File: config.mk
export PLATFORM = sky130hd
export DESIGN_NAME = wav_pcm16_parse_downmix_top
export DESIGN_NICKNAME = d
export VERILOG_FILES = /design/src/rtl/wpd_pkg.sv /design/src/rtl/wpd_div.sv /design/src/rtl/wav_pcm16_parse_downmix_top.sv
export SDC_FILE = /design/constraint.sdc
export NUM_CORES = 1
export LEC_CHECK = 0
export BUFFER_PORTS_ARGS = -buffer_cell sky130_fd_sc_hd__buf_2
export CAP_MARGIN = 25
export CELL_PAD_IN_SITES_DETAIL_PLACEMENT = 0
export CELL_PAD_IN_SITES_GLOBAL_PLACEMENT = 1
export CORE_ASPECT_RATIO = 0.9
export CORE_UTILIZATION = 51
export DETAILED_ROUTE_END_ITERATION = 7
export HOLD_SLACK_MARGIN = 0.1
export PLACE_DENSITY_LB_ADDON = 0.1
export SLEW_MARGIN = 20
export SYNTH_ARGS = -nofsm -noshare
export SYNTH_HDL_FRONTEND = slang
export SYNTH_SLANG_ARGS = --single-unit
File: constraint.sdc
create_clock -name clk -period 14.82 [get_ports clk]
set_input_delay 1.482 -clock clk [delete_from_list [all_inputs] [get_ports clk]]
set_output_delay 1.482 -clock clk [all_outputs]
set_load 0.1 [all_outputs]
File: src/rtl/wpd_pkg.sv
// shared types and constants for the wav pcm16 parser and downmixer
package wpd_pkg;

  typedef enum logic [3:0] {
    P_RIFF   = 4'd0,
    P_RSIZE  = 4'd1,
    P_WAVE   = 4'd2,
    P_TAG    = 4'd3,
    P_SZFMT  = 4'd4,
    P_SZDATA = 4'd5,
    P_SZSKIP = 4'd6,
    P_FMT    = 4'd7,
    P_DATA   = 4'd8,
    P_SKIP   = 4'd9,
    P_PAD    = 4'd10,
    P_HALT   = 4'd11
  } phase_t;

  typedef enum logic [1:0] {
    SQ_IDLE   = 2'd0,
    SQ_DIV    = 2'd1,
    SQ_SAMPLE = 2'd2,
    SQ_STATUS = 2'd3
  } seq_t;

  localparam logic [31:0] TAG_FMT  = 32'h2074_6D66;
  localparam logic [31:0] TAG_DATA = 32'h6174_6164;
  localparam logic [31:0] RIFF_TAG = 32'h4646_4952;
  localparam logic [31:0] WAVE_TAG = 32'h4556_4157;

  localparam logic [3:0] ST_OK         = 4'd0;
  localparam logic [3:0] ST_NO_RIFF    = 4'd1;
  localparam logic [3:0] ST_NO_WAVE    = 4'd2;
  localparam logic [3:0] ST_TRUNC_HDR  = 4'd3;
  localparam logic [3:0] ST_NOT_PCM16  = 4'd4;
  localparam logic [3:0] ST_ODD_DATA   = 4'd5;
  localparam logic [3:0] ST_TRUNC_SMP  = 4'd6;
  localparam logic [3:0] ST_MISSING    = 4'd7;
  localparam logic [3:0] ST_BAD_ORDER  = 4'd8;
  localparam logic [3:0] ST_SHORT_FMT  = 4'd9;

  localparam logic [15:0] FMT_HDR_LEN = 16'd16;
  localparam logic [15:0] PCM_CODE    = 16'd1;
  localparam logic [31:0] PCM_BITS    = 32'd16;

endpackage

File: src/rtl/wpd_div.sv
// iterative signed-by-unsigned divider, one quotient bit per cycle
module wpd_div #(
  parameter int SUM_W = 20
) (
  input  logic                    clk,
  input  logic                    rst,
  input  logic                    start,
  input  logic signed [SUM_W-1:0] dividend,
  input  logic [15:0]             divisor,
  output logic                    busy,
  output logic                    done,
  output logic [15:0]             quotient
);

  localparam int CNT_W = $clog2(SUM_W + 1);

  logic [SUM_W-1:0] quo;
  logic [16:0]      rem;
  logic [15:0]      dsr;
  logic             neg;
  logic [CNT_W-1:0] cnt;
  logic [16:0]      rem_sh;
  logic [16:0]      rem_sub;
  logic             fit;
  logic [SUM_W-1:0] quo_step;
  logic [SUM_W-1:0] quo_signed;

  assign rem_sh   = {rem[15:0], quo[SUM_W-1]};
  assign rem_sub  = rem_sh - {1'b0, dsr};
  assign fit      = rem_sh >= {1'b0, dsr};
  assign quo_step = {quo[SUM_W-2:0], fit};
  assign quo_signed = neg ? (~quo_step + 1'b1) : quo_step;

  always_ff @(posedge clk) begin
    if (rst) begin
      busy <= 1'b0;
      done <= 1'b0;
      cnt  <= '0;
    end else begin
      done <= 1'b0;
      if (start) begin
        busy <= 1'b1;
        cnt  <= CNT_W'(SUM_W);
      end else if (busy) begin
        cnt <= cnt - 1'b1;
        if (cnt == CNT_W'(1)) begin
          busy <= 1'b0;
          done <= 1'b1;
        end
      end
    end
  end

  always_ff @(posedge clk) begin
    if (start) begin
      neg <= dividend[SUM_W-1];
      quo <= dividend[SUM_W-1] ? (~dividend + 1'b1) : dividend;
      rem <= '0;
      dsr <= divisor;
    end else if (busy) begin
      rem <= fit ? rem_sub : rem_sh;
      quo <= quo_step;
      if (cnt == CNT_W'(1)) begin
        quotient <= quo_signed[15:0];
      end
    end
  end

endmodule

File: src/rtl/wav_pcm16_parse_downmix_top.sv
// top level: riff/wave byte parser with pcm16 channel downmix
// One file byte is taken per word on the input side. Header, size and skipped
// bytes are absorbed without stalling the input; the block is then ready again.
// The byte that completes a data frame starts a shared restoring divider that
// produces one quotient bit per cycle, so that byte keeps the input stalled
// through the divide and until every result word for it has been handed out.
// A byte marked end_of_file produces a status word with is_last set after any
// sample word, and all parser state returns to its reset value for the next
// file. in_stall is high from the accepting edge until every result word for
// that byte has been taken.
module wav_pcm16_parse_downmix_top
  import wpd_pkg::*;
#(
  parameter int MAX_CHANNELS = 8
) (
  input  logic               clk,
  input  logic               rst,
  input  logic               in_valid,
  output logic               in_stall,
  input  logic [7:0]         in_byte,
  input  logic               end_of_file,
  output logic               out_valid,
  input  logic               out_stall,
  output logic               kind,
  output logic signed [15:0] mono_sample,
  output logic [3:0]         status,
  output logic [30:0]        rate_hz,
  output logic [15:0]        source_channels,
  output logic               is_last
);

  // frame sum wide enough for MAX_CHANNELS full-scale samples plus sign
  localparam int SUM_W = 17 + $clog2(MAX_CHANNELS);

  // parser state
  phase_t                  phase, phase_next;
  logic [2:0]              fbc, fbc_next;
  logic [31:0]             fshift, fshift_next;
  logic [31:0]             crem, crem_next;
  logic                    codd, codd_next;
  logic [15:0]             fcode, fcode_next;
  logic [15:0]             chtot, chtot_next;
  logic [31:0]             rate, rate_next;
  logic                    fmt_seen, fmt_seen_next;
  logic                    any_smp, any_smp_next;
  logic [7:0]              lowb, lowb_next;
  logic [15:0]             chidx, chidx_next;
  logic signed [SUM_W-1:0] fsum, fsum_next;
  logic [3:0]              err, err_next;

  // sequencer and result holding registers
  seq_t        seq, seq_next;
  logic        eof_pend, eof_pend_next;
  logic [3:0]  st_hold, st_calc;
  logic [30:0] rate_hold, rate_keep;
  logic [15:0] ch_hold, ch_keep;

  logic                    accept;
  logic                    div_go;
  logic signed [SUM_W-1:0] div_num;
  logic                    div_busy;
  logic                    div_done;
  logic [15:0]             div_q;

  assign accept = in_valid && !in_stall;

  // parser step, evaluated for the byte being accepted
  always_comb begin
    logic [31:0]             sh_new;
    logic [31:0]             bits;
    logic [3:0]              off;
    logic signed [SUM_W-1:0] sum_new;
    logic [15:0]             idx_new;
    logic [15:0]             smp;
    phase_next    = phase;
    fbc_next      = fbc;
    fshift_next   = fshift;
    crem_next     = crem;
    codd_next     = codd;
    fcode_next    = fcode;
    chtot_next    = chtot;
    rate_next     = rate;
    fmt_seen_next = fmt_seen;
    any_smp_next  = any_smp;
    lowb_next     = lowb;
    chidx_next    = chidx;
    fsum_next     = fsum;
    err_next      = err;
    div_go        = 1'b0;
    div_num       = fsum;
    st_calc       = ST_OK;
    rate_keep     = rate[30:0];
    ch_keep       = chtot;
    sh_new  = fshift | ({24'd0, in_byte} << {fbc[1:0], 3'b000});
    bits    = '0;
    off     = chidx[3:0];
    smp     = {in_byte, lowb};
    sum_new = fsum + {{(SUM_W-16){smp[15]}}, smp};
    idx_new = chidx + 16'd1;
    if (accept) begin
      case (phase)
        P_RIFF, P_WAVE: begin
          if (in_byte != 8'(((phase == P_RIFF) ? RIFF_TAG : WAVE_TAG) >>
                            {fbc[1:0], 3'b000})) begin
            err_next   = (phase == P_RIFF) ? ST_NO_RIFF : ST_NO_WAVE;
            phase_next = P_HALT;
          end else if (fbc == 3'd3) begin
            fbc_next   = '0;
            phase_next = (phase == P_RIFF) ? P_RSIZE : P_TAG;
          end else begin
            fbc_next = fbc + 3'd1;
          end
        end
        P_RSIZE: begin
          if (fbc == 3'd3) begin
            fbc_next   = '0;
            phase_next = P_WAVE;
          end else begin
            fbc_next = fbc + 3'd1;
          end
        end
        P_TAG: begin
          if (fbc == 3'd3) begin
            phase_next  = (sh_new == TAG_FMT) ? P_SZFMT :
                          (sh_new == TAG_DATA) ? P_SZDATA : P_SZSKIP;
            fshift_next = '0;
            fbc_next    = '0;
          end else begin
            fshift_next = sh_new;
            fbc_next    = fbc + 3'd1;
          end
        end
        P_SZFMT, P_SZDATA, P_SZSKIP: begin
          if (fbc != 3'd3) begin
            fshift_next = sh_new;
            fbc_next    = fbc + 3'd1;
          end else begin
            fshift_next = '0;
            fbc_next    = '0;
            codd_next   = sh_new[0];
            if (phase == P_SZFMT) begin
              if (sh_new < 32'(FMT_HDR_LEN)) begin
                err_next   = ST_SHORT_FMT;
                phase_next = P_HALT;
              end else begin
                fcode_next = '0;
                chtot_next = '0;
                rate_next  = '0;
                chidx_next = '0;
                crem_next  = sh_new - 32'(FMT_HDR_LEN);
                phase_next = P_FMT;
              end
            end else if (phase == P_SZDATA) begin
              if (!fmt_seen) begin
                err_next   = ST_BAD_ORDER;
                phase_next = P_HALT;
              end else if (sh_new[0]) begin
                err_next   = ST_ODD_DATA;
                phase_next = P_HALT;
              end else begin
                crem_next  = sh_new;
                chidx_next = '0;
                fsum_next  = '0;
                phase_next = (sh_new == 32'd0) ? P_TAG : P_DATA;
              end
            end else begin
              crem_next  = sh_new;
              if (sh_new == 32'd0) begin
                phase_next = sh_new[0] ? P_PAD : P_TAG;
              end else begin
                phase_next = P_SKIP;
              end
            end
          end
        end
        P_FMT: begin
          if (chidx[15:4] == '0) begin
            if (off < 4'd2) begin
              fcode_next = fcode | ({8'd0, in_byte} << {off[0], 3'b000});
            end else if (off < 4'd4) begin
              chtot_next = chtot | ({8'd0, in_byte} << {off[0], 3'b000});
            end else if (off < 4'd8) begin
              rate_next = rate | ({24'd0, in_byte} << {off[1:0], 3'b000});
            end else if (off >= 4'd14) begin
              fshift_next = fshift | ({24'd0, in_byte} << {off[0], 3'b000});
            end
            chidx_next = idx_new;
            if (off == 4'd15) begin
              bits        = fshift_next;
              fshift_next = '0;
              if (fcode_next != PCM_CODE || bits != PCM_BITS) begin
                err_next   = ST_NOT_PCM16;
                phase_next = P_HALT;
              end else if (chtot_next > 16'(MAX_CHANNELS)) begin
                err_next   = ST_BAD_ORDER;
                phase_next = P_HALT;
              end else begin
                fmt_seen_next = 1'b1;
                if (crem == 32'd0) begin
                  phase_next = codd ? P_PAD : P_TAG;
                end
              end
            end
          end else begin
            crem_next = crem - 32'd1;
            if (crem == 32'd1) begin
              phase_next = codd ? P_PAD : P_TAG;
            end
          end
        end
        P_DATA: begin
          if (!crem[0]) begin
            lowb_next = in_byte;
          end else begin
            any_smp_next = 1'b1;
            if (chtot != 16'd0) begin
              if (idx_new >= chtot) begin
                div_go     = 1'b1;
                div_num    = sum_new;
                fsum_next  = '0;
                chidx_next = '0;
              end else begin
                fsum_next  = sum_new;
                chidx_next = idx_new;
              end
            end
          end
          crem_next = crem - 32'd1;
          if (crem == 32'd1) begin
            chidx_next = '0;
            fsum_next  = '0;
            phase_next = codd ? P_PAD : P_TAG;
          end
        end
        P_SKIP: begin
          crem_next = crem - 32'd1;
          if (crem == 32'd1) begin
            phase_next = codd ? P_PAD : P_TAG;
          end
        end
        P_PAD: begin
          phase_next = P_TAG;
        end
        default: begin
        end
      endcase

      // closing status, judged on the state this byte leaves behind
      if (err_next != ST_OK) begin
        st_calc = err_next;
      end else if (phase_next == P_RIFF) begin
        st_calc = ST_NO_RIFF;
      end else if (phase_next == P_WAVE) begin
        st_calc = ST_NO_WAVE;
      end else if (phase_next inside {P_RSIZE, P_SZFMT, P_SZDATA, P_SZSKIP} ||
                   (phase_next == P_TAG && fbc_next != 3'd0) ||
                   (phase_next == P_FMT && chidx_next < FMT_HDR_LEN)) begin
        st_calc = ST_TRUNC_HDR;
      end else if (phase_next == P_DATA) begin
        st_calc = ST_TRUNC_SMP;
      end else if (rate_next == 32'd0 || rate_next[31] || chtot_next == 16'd0 ||
                   !any_smp_next) begin
        st_calc = ST_MISSING;
      end

      // rate and channel count for the status word, taken before the clear
      rate_keep = rate_next[30:0];
      ch_keep   = chtot_next;

      if (end_of_file) begin
        phase_next    = P_RIFF;
        fbc_next      = '0;
        fshift_next   = '0;
        crem_next     = '0;
        codd_next     = 1'b0;
        fcode_next    = '0;
        chtot_next    = '0;
        rate_next     = '0;
        fmt_seen_next = 1'b0;
        any_smp_next  = 1'b0;
        lowb_next     = '0;
        chidx_next    = '0;
        fsum_next     = '0;
        err_next      = ST_OK;
      end
    end
  end

  always_ff @(posedge clk) begin
    if (rst) begin
      phase    <= P_RIFF;
      fbc      <= '0;
      fshift   <= '0;
      crem     <= '0;
      codd     <= 1'b0;
      fcode    <= '0;
      chtot    <= '0;
      rate     <= '0;
      fmt_seen <= 1'b0;
      any_smp  <= 1'b0;
      lowb     <= '0;
      chidx    <= '0;
      fsum     <= '0;
      err      <= ST_OK;
      seq      <= SQ_IDLE;
      eof_pend <= 1'b0;
    end else begin
      phase    <= phase_next;
      fbc      <= fbc_next;
      fshift   <= fshift_next;
      crem     <= crem_next;
      codd     <= codd_next;
      fcode    <= fcode_next;
      chtot    <= chtot_next;
      rate     <= rate_next;
      fmt_seen <= fmt_seen_next;
      any_smp  <= any_smp_next;
      lowb     <= lowb_next;
      chidx    <= chidx_next;
      fsum     <= fsum_next;
      err      <= err_next;
      seq      <= seq_next;
      eof_pend <= eof_pend_next;
    end
  end

  // status word fields are captured from the pre-clear state
  always_ff @(posedge clk) begin
    if (accept && end_of_file) begin
      st_hold   <= st_calc;
      rate_hold <= rate_keep;
      ch_hold   <= ch_keep;
    end
  end

  // sequencer: next state
  always_comb begin
    seq_next      = seq;
    eof_pend_next = eof_pend;
    case (seq)
      SQ_IDLE: begin
        if (accept) begin
          eof_pend_next = end_of_file;
          if (div_go) begin
            seq_next = SQ_DIV;
          end else if (end_of_file) begin
            seq_next = SQ_STATUS;
          end
        end
      end
      SQ_DIV: begin
        if (div_done) begin
          seq_next = SQ_SAMPLE;
        end
      end
      SQ_SAMPLE: begin
        if (!out_stall) begin
          seq_next = eof_pend ? SQ_STATUS : SQ_IDLE;
        end
      end
      SQ_STATUS: begin
        if (!out_stall) begin
          seq_next      = SQ_IDLE;
          eof_pend_next = 1'b0;
        end
      end
      default: begin
        seq_next = SQ_IDLE;
      end
    endcase
  end

  // sequencer: outputs
  always_comb begin
    in_stall        = 1'b1;
    out_valid       = 1'b0;
    kind            = 1'b0;
    mono_sample     = '0;
    status          = ST_OK;
    rate_hz         = '0;
    source_channels = '0;
    is_last         = 1'b0;
    case (seq)
      SQ_IDLE: begin
        in_stall = 1'b0;
      end
      SQ_DIV: begin
      end
      SQ_SAMPLE: begin
        out_valid   = 1'b1;
        mono_sample = div_q;
      end
      SQ_STATUS: begin
        out_valid       = 1'b1;
        kind            = 1'b1;
        status          = st_hold;
        rate_hz         = rate_hold;
        source_channels = ch_hold;
        is_last         = 1'b1;
      end
      default: begin
      end
    endcase
  end

  // shared divider for the frame average
  wpd_div #(
    .SUM_W(SUM_W)
  ) u_div (
    .clk      (clk),
    .rst      (rst),
    .start    (div_go),
    .dividend (div_num),
    .divisor  (chtot),
    .busy     (div_busy),
    .done     (div_done),
    .quotient (div_q)
  );

`ifndef ASSERT_OFF
  // no new byte while a result word is on offer
  a_stall_out: assert property (@(posedge clk) disable iff (rst)
    out_valid |-> in_stall)
    else $error("byte taken while result pending");

  // divider only runs while the sequencer waits on it
  a_div_seq: assert property (@(posedge clk) disable iff (rst)
    div_busy |-> (seq == SQ_DIV))
    else $error("divider busy outside divide state");

  // a file's status word leaves the parser back at the start of a file
  a_eof_clear: assert property (@(posedge clk) disable iff (rst)
    (out_valid && !out_stall && is_last) |-> (phase == P_RIFF && err == ST_OK))
    else $error("parser not cleared after status");
`endif

endmodule

# Yosys cells after proc, flatten, opt, wreduce, memory -nomap -nowiden
# Index checks and enable logic that the tools add are counted.
# W data, S select, Z words.
# totals
register_bits,316
latchBits,0
ramBits,0
romBits,0
in_bits,13
out_inout_bits,71
wordCells,355
mem_count,0
# classes
addsub,9
mul,0
n_div,0
n_lt_le_gt_ge,9
n_eq_ne,54
n_shift,5
mux,190
bitwise,9
reduce_logical,51
# op_table
op,n
$mux W32,29
$mux W16,38
$mux W20,18
$pmux W32 S3,2
$mux W4,37
$logic_not A32 Y1,3
$or A32 B32 Y32,3
$pmux W16 S2,2
$pmux W32 S2,1
$shl A8 B5 Y32,2
$mux W31,2
$pmux W16 S3,1
$pmux W20 S2,1
$add A16 B1 Y16 const B,2
$eq A32 B1 Y1 const B,1
$eq A32 B30 Y1 const B,1
$eq A32 B31 Y1 const B,1
$eq A4 B3 Y1 const B,8
$lt A32 B5 Y1 const B,1
$ne A32 B5 Y1 const B,1
$or A16 B16 Y16,2
$shl A8 B4 Y32,1
$sub A32 B1 Y32 const B,1
$sub A32 B5 Y32 const B,1
62 further kinds,168

# Depth between registers and ports, before layout
# Gate-level depths: netlist of the first run.
# logic_depth
ltp_word,24
mapped_depth,26
depth_no_buf,24

# Modules after synthesis
# From an unflattened synthesis of the first run, not the netlist that was laid out.
# hier_totals
cells_unflattened,2388
area_unflattened_um2,19575.0
# modules_own_cells
module,instances,cells_per_inst,area_per_inst_um2,seq_area_each_um2
wav_pcm16_parse_downmix_top,1,1938,15207.1,5315.1
wpd_div,1,450,4367.9,2052.0

# Worst setup path before layout of the first run
# No wires, ideal clock.
# synth_timing
path_type,register to register
from,register chidx[0]
to,"register u_div.quo[18], data pin"
setup_time_ps,263
arrival_time_ps,5973
slack_ps,8584
stages_incl_launch_ff,27
synth_period_minus_slack_ps,6236
cell_sequence,dfxtp_1 -> ha_1 -> nand3_1 -> nor2_1 -> nand3_1 -> nor2_1 -> nand3_1 -> xnor2_1 -> ha_1 -> nand4_1 -> nor3_1 -> o211a_1 -> a22oi_4 -> inv_1 -> buf_2 -> buf_1 -> mux2i_1 -> ha_1 -> inv_1 -> or2_2 -> or3_1 -> nor2_1 -> o22ai_1 -> nand4bb_1 -> o32ai_1 -> xor2_1 -> o21ai_1
# synth_between
word_cells_on_any_way,16
classes_between,add/sub (2); order compare (1); mux (12); bitwise (1)
# synth_lines
element,line,source
"start, declared",wav_pcm16_parse_downmix_top.sv:47,"logic [15:0] chidx, chidx_next;"
"start signal, assigned",wav_pcm16_parse_downmix_top.sv:319,chidx <= chidx_next;
$add A16 B1 Y16,wav_pcm16_parse_downmix_top.sv:99,idx_new = chidx + 16'd1;
$ge A16 B16 Y1,wav_pcm16_parse_downmix_top.sv:217,if (idx_new >= chtot) begin
$mux W1,wav_pcm16_parse_downmix_top.sv:217,
$mux W1,wav_pcm16_parse_downmix_top.sv:216,if (chtot != 16'd0) begin
$mux W1,wav_pcm16_parse_downmix_top.sv:212,if (!crem[0]) begin
$mux W1,wav_pcm16_parse_downmix_top.sv:101,case (phase)
$mux W1,wav_pcm16_parse_downmix_top.sv:100,if (accept) begin
net div_go,wav_pcm16_parse_downmix_top.sv:59,logic div_go;
$mux W20,wpd_div.sv:55,if (start) begin
"end signal, assigned",wpd_div.sv:57,quo <= dividend[SUM_W-1] ? (~dividend + 1'b1) : dividend;
"end signal, assigned",wpd_div.sv:62,quo <= quo_step;
"end, declared",wpd_div.sv:17,logic [SUM_W-1:0] quo;
# The timed path passes the listed nets, and every way through them passes these cells.
# A chain may end at the register's enable or synchronous reset.

# Worst setup path after layout of the first run
# layout_timing
from,register chidx[1]
to,"register u_div.quo[18], data pin"
# layout_between
elab_chain_cells,11
word_cells_on_any_way,16
classes_between,add/sub (2); order compare (1); mux (12); bitwise (1)
# layout_rtl
element,line
$add A16 B1 Y16 *,wav_pcm16_parse_downmix_top.sv:99
$ge A16 B16 Y1 *,wav_pcm16_parse_downmix_top.sv:217
$mux W20,wav_pcm16_parse_downmix_top.sv:217
$mux W20,wav_pcm16_parse_downmix_top.sv:216
$mux W20,wav_pcm16_parse_downmix_top.sv:212
$mux W20,wav_pcm16_parse_downmix_top.sv:101
$mux W20,wav_pcm16_parse_downmix_top.sv:100
$not A20 Y20,wpd_div.sv:57
$add A20 B1 Y20,wpd_div.sv:57
$mux W20,wpd_div.sv:57
$mux W20 *,wpd_div.sv:55
# Every way passes the cells marked *; elsewhere a longest branch is shown, timed or not.

==> results.txt, run 1 <==
----------------------------------------------------
[Worst setup path]
  Slack of the worst reg-to-reg path ... 7.36 ns
  Critical path capture point type ... flop
  Buffers & Inverters on Critical Path ... 4
  Worst reg2reg path endpoint ... u_div.quo[18]
  Data required time at the worst endpoint ... 15.09 ns
  Startpoint-to-endpoint class of the critical path ... reg2reg
  Biggest fanout along the worst timing path ... 55
  Gate family responsible for the most delay along the worst path ... simple AND/OR/NAND/NOR gates
  Critical Path Start Type ... flop
  Critical path's largest stage delay ... 0.51 ns
  Startpoint of the lowest-slack register-to-register path ... chidx[1]
  Cells on worst reg2reg path ... 26
  Critical path arrival ... 7.73 ns
  CP max stage cell ... dfxtp_1

[CTS]
  Source-to-sink clock delay at the later pin of the worst-skew pair ... 0.55 ns
  Hold buffer count at cts ... 0
  Clock slew at reported path FFs ... 0.07 ns
  Number of levels in the clock H-tree ... 2
  Maximum buffer depth of the clock tree ... 3
  CTS buffer count ... 37
  CTS-repair resized insts ... 0
  Total clock sinks ... 316
  Master cell of the clock root buffer ... clkbuf_16
  CTS tree ... yes
  Number of buffers added for setup after CTS ... 0

[Synthesis]
  Total of warnings raised by yosys ... 0
  Async set or reset register ratio after synthesis ... 0
  Gate count of the mapped netlist ... 2477
  Number of synthesized register bits ... 316
  Post-Synthesis Net Count ... 2553
  Post-synthesis average cell area ... 8.14 µm²
  Synth Area in Adders ... 0.0398
  Syn Std Cell Area ... 20200 µm²
  Number of synthesized flops with an enable pin ... 104
  Mux cell area share after synthesis ... 0.00912
  Combinational family with the most area after synthesis ... simple AND/OR/NAND/NOR gates
  Sequential fraction of the synthesis area ... 0.365
  Distinct cells, synth ... 100
  Area fraction in and, or, nand and nor cells after synthesis ... 0.250
  Synthesized-area fraction occupied by xor and xnor cells ... 0.0474
  Synth Area in Compound Gates ... 0.240
  Synth Flop Type ... dfxtp_1

[Global routing]
  Number of antenna violations at the first check in global routing ... 0
  Via count of the first global-routing pass ... 18000
  Met2 Resource Use GR ... 0.495
  Sum of overflow across all layers after global routing ... 0
  Most used routing layer in global routing ... met2
  Overall routing resource usage ... 0.316
  Met3 usage in global routing ... 0.0418
  Largest net degree at the start of global routing ... 64
  First-pass GRT wire length ... 101 mm
  Met1 Use GR ... 0.445

[Pwr]
  Worst voltage drop across the vdd grid ... 76.0 µV
  Pwr/cell area ... 98.7 nW/µm²
  Switching Power ... 0.000648 W
  Fraction of power consumed by combinational cells ... 0.160
  Reg power frac ... 0.426
  Clock Power Share ... 0.414
  Sw frac ... 0.297
  Internal Pwr Total ... 0.00154 W
  Leakage power of the design ... 8.59 nW

[Min path]
  Number of cells on the worst hold path ... 2
  Capture endpoint of the worst hold path ... rate[31]
  Hold_sp ... rate[31]
  Worst min-delay path class ... reg2reg

[Placement]
  Buffers on Ports ... 83
  Routability congestion estimate ... 0.978
  Half-perimeter wire length after placement ... 44.8 mm

[Cells and area]
  # diodes ... 0
  Layout overhead on the synthesized area ... 9.68%
  Layout Nets ... 2548
  Fraction of final layout cells with drive strength greater than 1 ... 0.0944

[Job]
  Max-cap violation count ... 0

[Drt]
  Remaining antenna violation count ... 0
  Wirelength, routed ... 65.1 mm
  DRC marker count from the first detailed-route iteration ... 2053
  1st-pass router iterations ... 8
  Total number of vias ... 19400
  Total DRC errors in the routed layout ... 7
  Routed length per instance ... 21.5 µm
  Vias per cell ... 6.40

[Die]
  Die Ht ... 191 µm
  Die area ... 40300 µm²
  Number of top-level pins ... 84
  Std-Cell Rows ... 68
  Core Box Area ... 38600 µm²
  Die boundary width ... 212 µm
  Effective utilization at floorplan ... 0.522

[Timing]
  Number of pins exceeding their max-slew limit in the final report ... 0
  Fin Hold WS ... 0.459 ns
  Min cycle time layout ... 7.46 ns
  Relative slew slack ... 0.293
  Unrepaired setup endpoints after global routing ... no
  Final Setup Violations ... 0
  Final hold violation count ... 0
  Highest Clock Rate ... 134 MHz
  Setup_tns ... 0 ns
  Skew final ... 0.0163 ns
  Period utilization ... 0.503
  Slew of the pin with the lowest slew margin ... 1.05 ns

[Status]
  Run status ... finished, violations left
  Violated checks ... DRC

----------------------------------------------------
-- area by class of cell --
type	instances	area (µm²)
tap	525	657
inverter	77	289
multi-input combinational	1914	11800
clock inverter	20	164
timing repair buffer	126	764
clock buffer	48	1020
sequential	316	7370
fill	3630	16500
-- per-layer routing --
metal	part of all wire	wire length, µm
met5	0	0
met4	0.031	2020
met3	0.077	5010
met2	0.45	29100
met1	0.44	28900
-- state kept, by name, indices dropped and copies added (netlist names), 20 cells and up --
name / cells
rate: 32
fshift: 32
crem: 32
u_div.quo: 20
rate_hold: 31
fsum: 20
-- through the flow --
stage,std cells,power [W],setup slack [ns],instance area (µm²),utilization
4_1_cts,3025,0.00219,7.44,22100,0.572
2_1_floorplan,2477,0.00120,8.58,20200,-
5_1_grt,3026,0.00226,6.84,22100,0.572
3_5_place_dp,2957,0.00129,7.46,20900,0.542
6_report,3026,0.00218,7.36,22100,0.572
3_3_place_gp,2955,0.00128,7.68,20900,0.541
-- synthesized netlist by cell type (11+ instances only) --
master,number,area [µm²]
nor4_1,50,313
xnor2_1,62,543
a21oi_1,187,936
nand3b_1,11,82.6
o21ai_0,167,836
buf_2,16,80.1
nor3_1,93,465
a32o_1,12,120
ha_1,61,763
a2111oi_0,19,166
o211ai_1,16,120
clkbuf_1,136,510
and3b_1,14,123
inv_1,76,285
o21a_1,13,97.6
xor2_1,42,368
dfxtp_1,212,4240
o22ai_1,15,93.8
a211oi_1,23,173
and2_1,36,225
nand2b_1,25,156
a31oi_1,36,225
a22oi_1,73,548
a32oi_1,20,175
buf_1,12,45.0
a21o_1,19,143
edfxtp_1,104,3120
nor2b_1,19,119
and3_1,69,432
nand2_1,190,713
nand3_1,59,295
or3_1,17,106
o31ai_1,18,135
nor2_1,313,1170
mux2i_1,11,110
a22o_1,23,201
nand4_1,21,131
-- logic make-up (layout without fill, tap and decap cells) --
logic type	count (synthesis)	count (layout)
compound gates	740	740
xor+xnor	106	106
flops	316	316
simple gates	988	988
buf+inv	247	271
fa+ha+maj	63	63
mux	17	17
-- layout by cell type (no fill, tap or decap), types with 20 or more instances in the layout --
cell type  instances
a22oi_1           73
a21oi_1          187
and3_1            69
o21ai_0          165
edfxtp_1         104
a31oi_1           36
nand2b_1          25
a22o_1            23
buf_4             41
a32oi_1           20
buf_2             82
inv_1             75
nor3_1            93
nand4_1           21
clkbuf_16         39
nor4_1            49
and2_1            36
a211oi_1          23
xnor2_1           62
dfxtp_1          211
nor2_1           313
nand2_1          190
ha_1              61
nand3_1           59
xor2_1            42
-- worst reg2reg max path, delay by kind of cell, from the launching register on --
family                     cells  cell delay (ns)
AOI/OAI and AO/OA              5             1.21
xor gates and xnor gates       2             0.35
adders and majority gates      3             0.81
buffers and inverters          4             1.26
DFF                            1             0.51
muxes                          1             0.20
and+or+nand+nor               11             2.86
-- worst max-delay path by stage --
stage	start	end	slack, ns	depth (start not counted)
global route	chidx[1]	u_div.quo[18]	6.84	26
detailed placement	chidx[1]	u_div.quo[18]	7.46	26
finish	chidx[1]	u_div.quo[18]	7.36	26
floorplan	chidx[0]	u_div.quo[18]	8.58	26
global placement	chidx[1]	u_div.quo[18]	7.68	26
CTS	chidx[1]	u_div.quo[18]	7.44	26
-- power by group through the flow --
stage          Clock (W)  Combinational (W)  Sequential (W)
2_1_floorplan          0           0.000253        0.000942
3_3_place_gp           0           0.000335        0.000949
3_5_place_dp           0           0.000340        0.000949
4_1_cts         0.000921           0.000342        0.000930
5_1_grt         0.000949           0.000375        0.000933
6_report        0.000903           0.000348        0.000931
(Power assumes the default switching activity.)
==> run 2, diff against run 1 <==
--- a/config.mk
+++ b/config.mk
@@ -10,7 +10,7 @@
 export CELL_PAD_IN_SITES_DETAIL_PLACEMENT = 0
 export CELL_PAD_IN_SITES_GLOBAL_PLACEMENT = 1
 export CORE_ASPECT_RATIO = 0.9
-export CORE_UTILIZATION = 51
+export CORE_UTILIZATION = 48
 export DETAILED_ROUTE_END_ITERATION = 7
 export HOLD_SLACK_MARGIN = 0.1
 export PLACE_DENSITY_LB_ADDON = 0.1
==> constraint.sdc (replaced) <==
create_clock -name clk -period 7.66 [get_ports clk]
set_input_delay 0.766 -clock clk [delete_from_list [all_inputs] [get_ports clk]]
set_output_delay 0.766 -clock clk [all_outputs]
set_load 0.1 [all_outputs]
==> results.txt, run 2 (same netlist as run 1, synthesis figures left out) <==
----------------------------------------------------
[Status]
  Run status ... completed (was finished, violations left)

[Cells and area]
  Commonest cells after routing, fill and taps aside ... 313 x nor2_1, 211 x dfxtp_1, 190 x nand2_1 (unchanged)
  Number of standard cells in the final layout excluding fillers ... 3043 (was 3026)
  Most common cell after layout, fill and taps aside ... nor2_1 (unchanged)
  # fillers ... 3903 (was 3630)
  Registers with the most flip-flops ... crem x32, fshift x32, rate x32 (unchanged)
  Fraction of final layout cells with drive strength greater than 1 ... 0.0959 (was 0.0944)
  Layout Nets ... 2549 (was 2548)
  Layout overhead on the synthesized area ... 10.3% (was 9.68%)

[CTS]
  Hold buffer count at cts ... 0 (unchanged)
  Number of levels in the clock H-tree ... 2 (unchanged)
  CTS tree ... yes (unchanged)
  Maximum buffer depth of the clock tree ... 3 (unchanged)
  Source-to-sink clock delay at the later pin of the worst-skew pair ... 0.57 ns (was 0.55 ns)
  Number of buffers added for setup after CTS ... 0 (unchanged)
  Master cell of the clock root buffer ... clkbuf_16 (unchanged)
  CTS buffer count ... 37 (unchanged)
  Clock slew at reported path FFs ... 0.06 ns (was 0.07 ns)
  CTS-repair resized insts ... 0 (unchanged)
  Total clock sinks ... 316 (unchanged)

[Worst setup path]
  Data required time at the worst endpoint ... 7.95 ns (was 15.09 ns)
  Buffers & Inverters on Critical Path ... 3 (was 4)
  CP max stage cell ... dfxtp_1 (unchanged)
  Critical Path Start Type ... flop (unchanged)
  Biggest fanout along the worst timing path ... 18 (was 55)
  Critical path capture point type ... flop (unchanged)
  Critical path's largest stage delay ... 0.50 ns (was 0.51 ns)
  Startpoint-to-endpoint class of the critical path ... reg2reg (unchanged)
  Gate family responsible for the most delay along the worst path ... simple AND/OR/NAND/NOR gates (unchanged)
  Critical path arrival ... 6.70 ns (was 7.73 ns)

[Pwr]
  Pwr/cell area ... 195 nW/µm² (was 98.7 nW/µm²)
  Worst voltage drop across the vdd grid ... 210 µV (was 76.0 µV)
  Leakage power of the design ... 8.63 nW (was 8.59 nW)

[Die]
  Die area ... 42800 µm² (was 40300 µm²)
  Number of top-level pins ... 84 (unchanged)
  Core Box Area ... 41000 µm² (was 38600 µm²)
  Effective utilization at floorplan ... 0.492 (was 0.522)
  Die Ht ... 196 µm (was 191 µm)
  Die boundary width ... 218 µm (was 212 µm)
  Std-Cell Rows ... 70 (was 68)

[Drt]
  Total number of vias ... 19400 (about the same)
  Vias per cell ... 6.39 (was 6.40)
  Total DRC errors in the routed layout ... 0 (was 7)
  Wirelength, routed ... 66.1 mm (was 65.1 mm)
  Routed length per instance ... 21.7 µm (was 21.5 µm)
  1st-pass router iterations ... 6 (was 8)
  Remaining antenna violation count ... 0 (unchanged)
  DRC marker count from the first detailed-route iteration ... 1882 (was 2053)

[Placement]
  Buffers on Ports ... 83 (unchanged)
  Placed cells ... 2973 (was 2957)
  Half-perimeter wire length after placement ... 45.6 mm (was 44.8 mm)
  Routability congestion estimate ... 0.949 (was 0.978)
  Pre-CTS setup slack ... 1.34 ns (was 7.46 ns)

[Timing]
  Unrepaired setup endpoints after global routing ... no (unchanged)
  Final Setup Violations ... 0 (unchanged)
  Final hold violation count ... 0 (unchanged)
  Worst Setup Slack, final ... 1.25 ns (was 7.36 ns)
  Highest Clock Rate ... 156 MHz (was 134 MHz)
  Skew final ... 0.0290 ns (was 0.0163 ns)
  Setup_tns ... 0 ns (unchanged)
  Number of pins exceeding their max-slew limit in the final report ... 0 (unchanged)
  Relative slew slack ... 0.322 (was 0.293)
  Period utilization ... 0.837 (was 0.503)
  Min cycle time layout ... 6.41 ns (was 7.46 ns)
  Slew of the pin with the lowest slew margin ... 1.01 ns (was 1.05 ns)

[Global routing]
  Via count of the first global-routing pass ... 18200 (was 18000)
  Largest net degree at the start of global routing ... 109 (was 64)
  First-pass GRT wire length ... 103 mm (was 101 mm)
  Number of antenna violations at the first check in global routing ... 1 (was 0)
  Sum of overflow across all layers after global routing ... 0 (unchanged)
  Overall routing resource usage ... 0.304 (was 0.316)

[Min path]
  Worst min-delay path class ... reg2reg (unchanged)

[Job]
  Max-cap violation count ... 0 (unchanged)

----------------------------------------------------
run 2: worst min-delay path, cell delays in order, from the launching register on:
cell     delay (ns)
dfxtp_1        0.31
nand2_1        0.05
a21oi_1        0.05
run 2: routing by layer:
layer / vias up / track usage / wire length [µm]
met5: - / 0 / 0
met4: 0 / 0.0995 / 1760
met3: 133 / 0.0463 / 4670
met2: 735 / 0.482 / 29800
met1: 9382 / 0.422 / 29800
li1: 9184 / - / -
run 2: final timing paths:
path	start	endpoint	slack [ns]	cells past startpoint
min	rate[31]	rate[31]	0.45	2
max reg2reg	chidx[1]	u_div.quo[18]	1.25	25
max	chidx[1]	u_div.quo[18]	1.25	25
min reg2reg	rate[31]	rate[31]	0.45	2
run 2: area by class of cell:
class	instances	area, µm²	share of cell area
Multi-Input combinational cell	1914	11800	0.533
Sequential cell	316	7370	0.331
Clock buffer	46	1000	0.0450
Timing Repair Buffer	127	772	0.0347
Tap cell	540	676	0.0304
Inverter	77	289	0.0130
Clock inverter	22	272	0.0122
Antenna cell	1	2.50	0.000113
run 2: stage by stage:
stage / util / total power, W / hold slack (ns) / instance area, µm²
after floorplan: - / 0.00231 / 0.431 / 20200
after global placement: 0.510 / 0.00249 / 0.440 / 20900
after detailed placement: 0.511 / 0.00250 / 0.444 / 20900
after CTS: 0.542 / 0.00435 / 0.452 / 22200
after global routing: 0.542 / 0.00449 / 0.467 / 22200
final: 0.542 / 0.00434 / 0.452 / 22200
run 2: power by group:
part | switching [W] | total, W | internal (W) | leakage [nW]
sequential | 0.0000353 | 0.00180 | 0.00176 | 2.71
clock | 0.000758 | 0.00186 | 0.00111 | 0.612
combinational | 0.000482 | 0.000675 | 0.000193 | 5.31
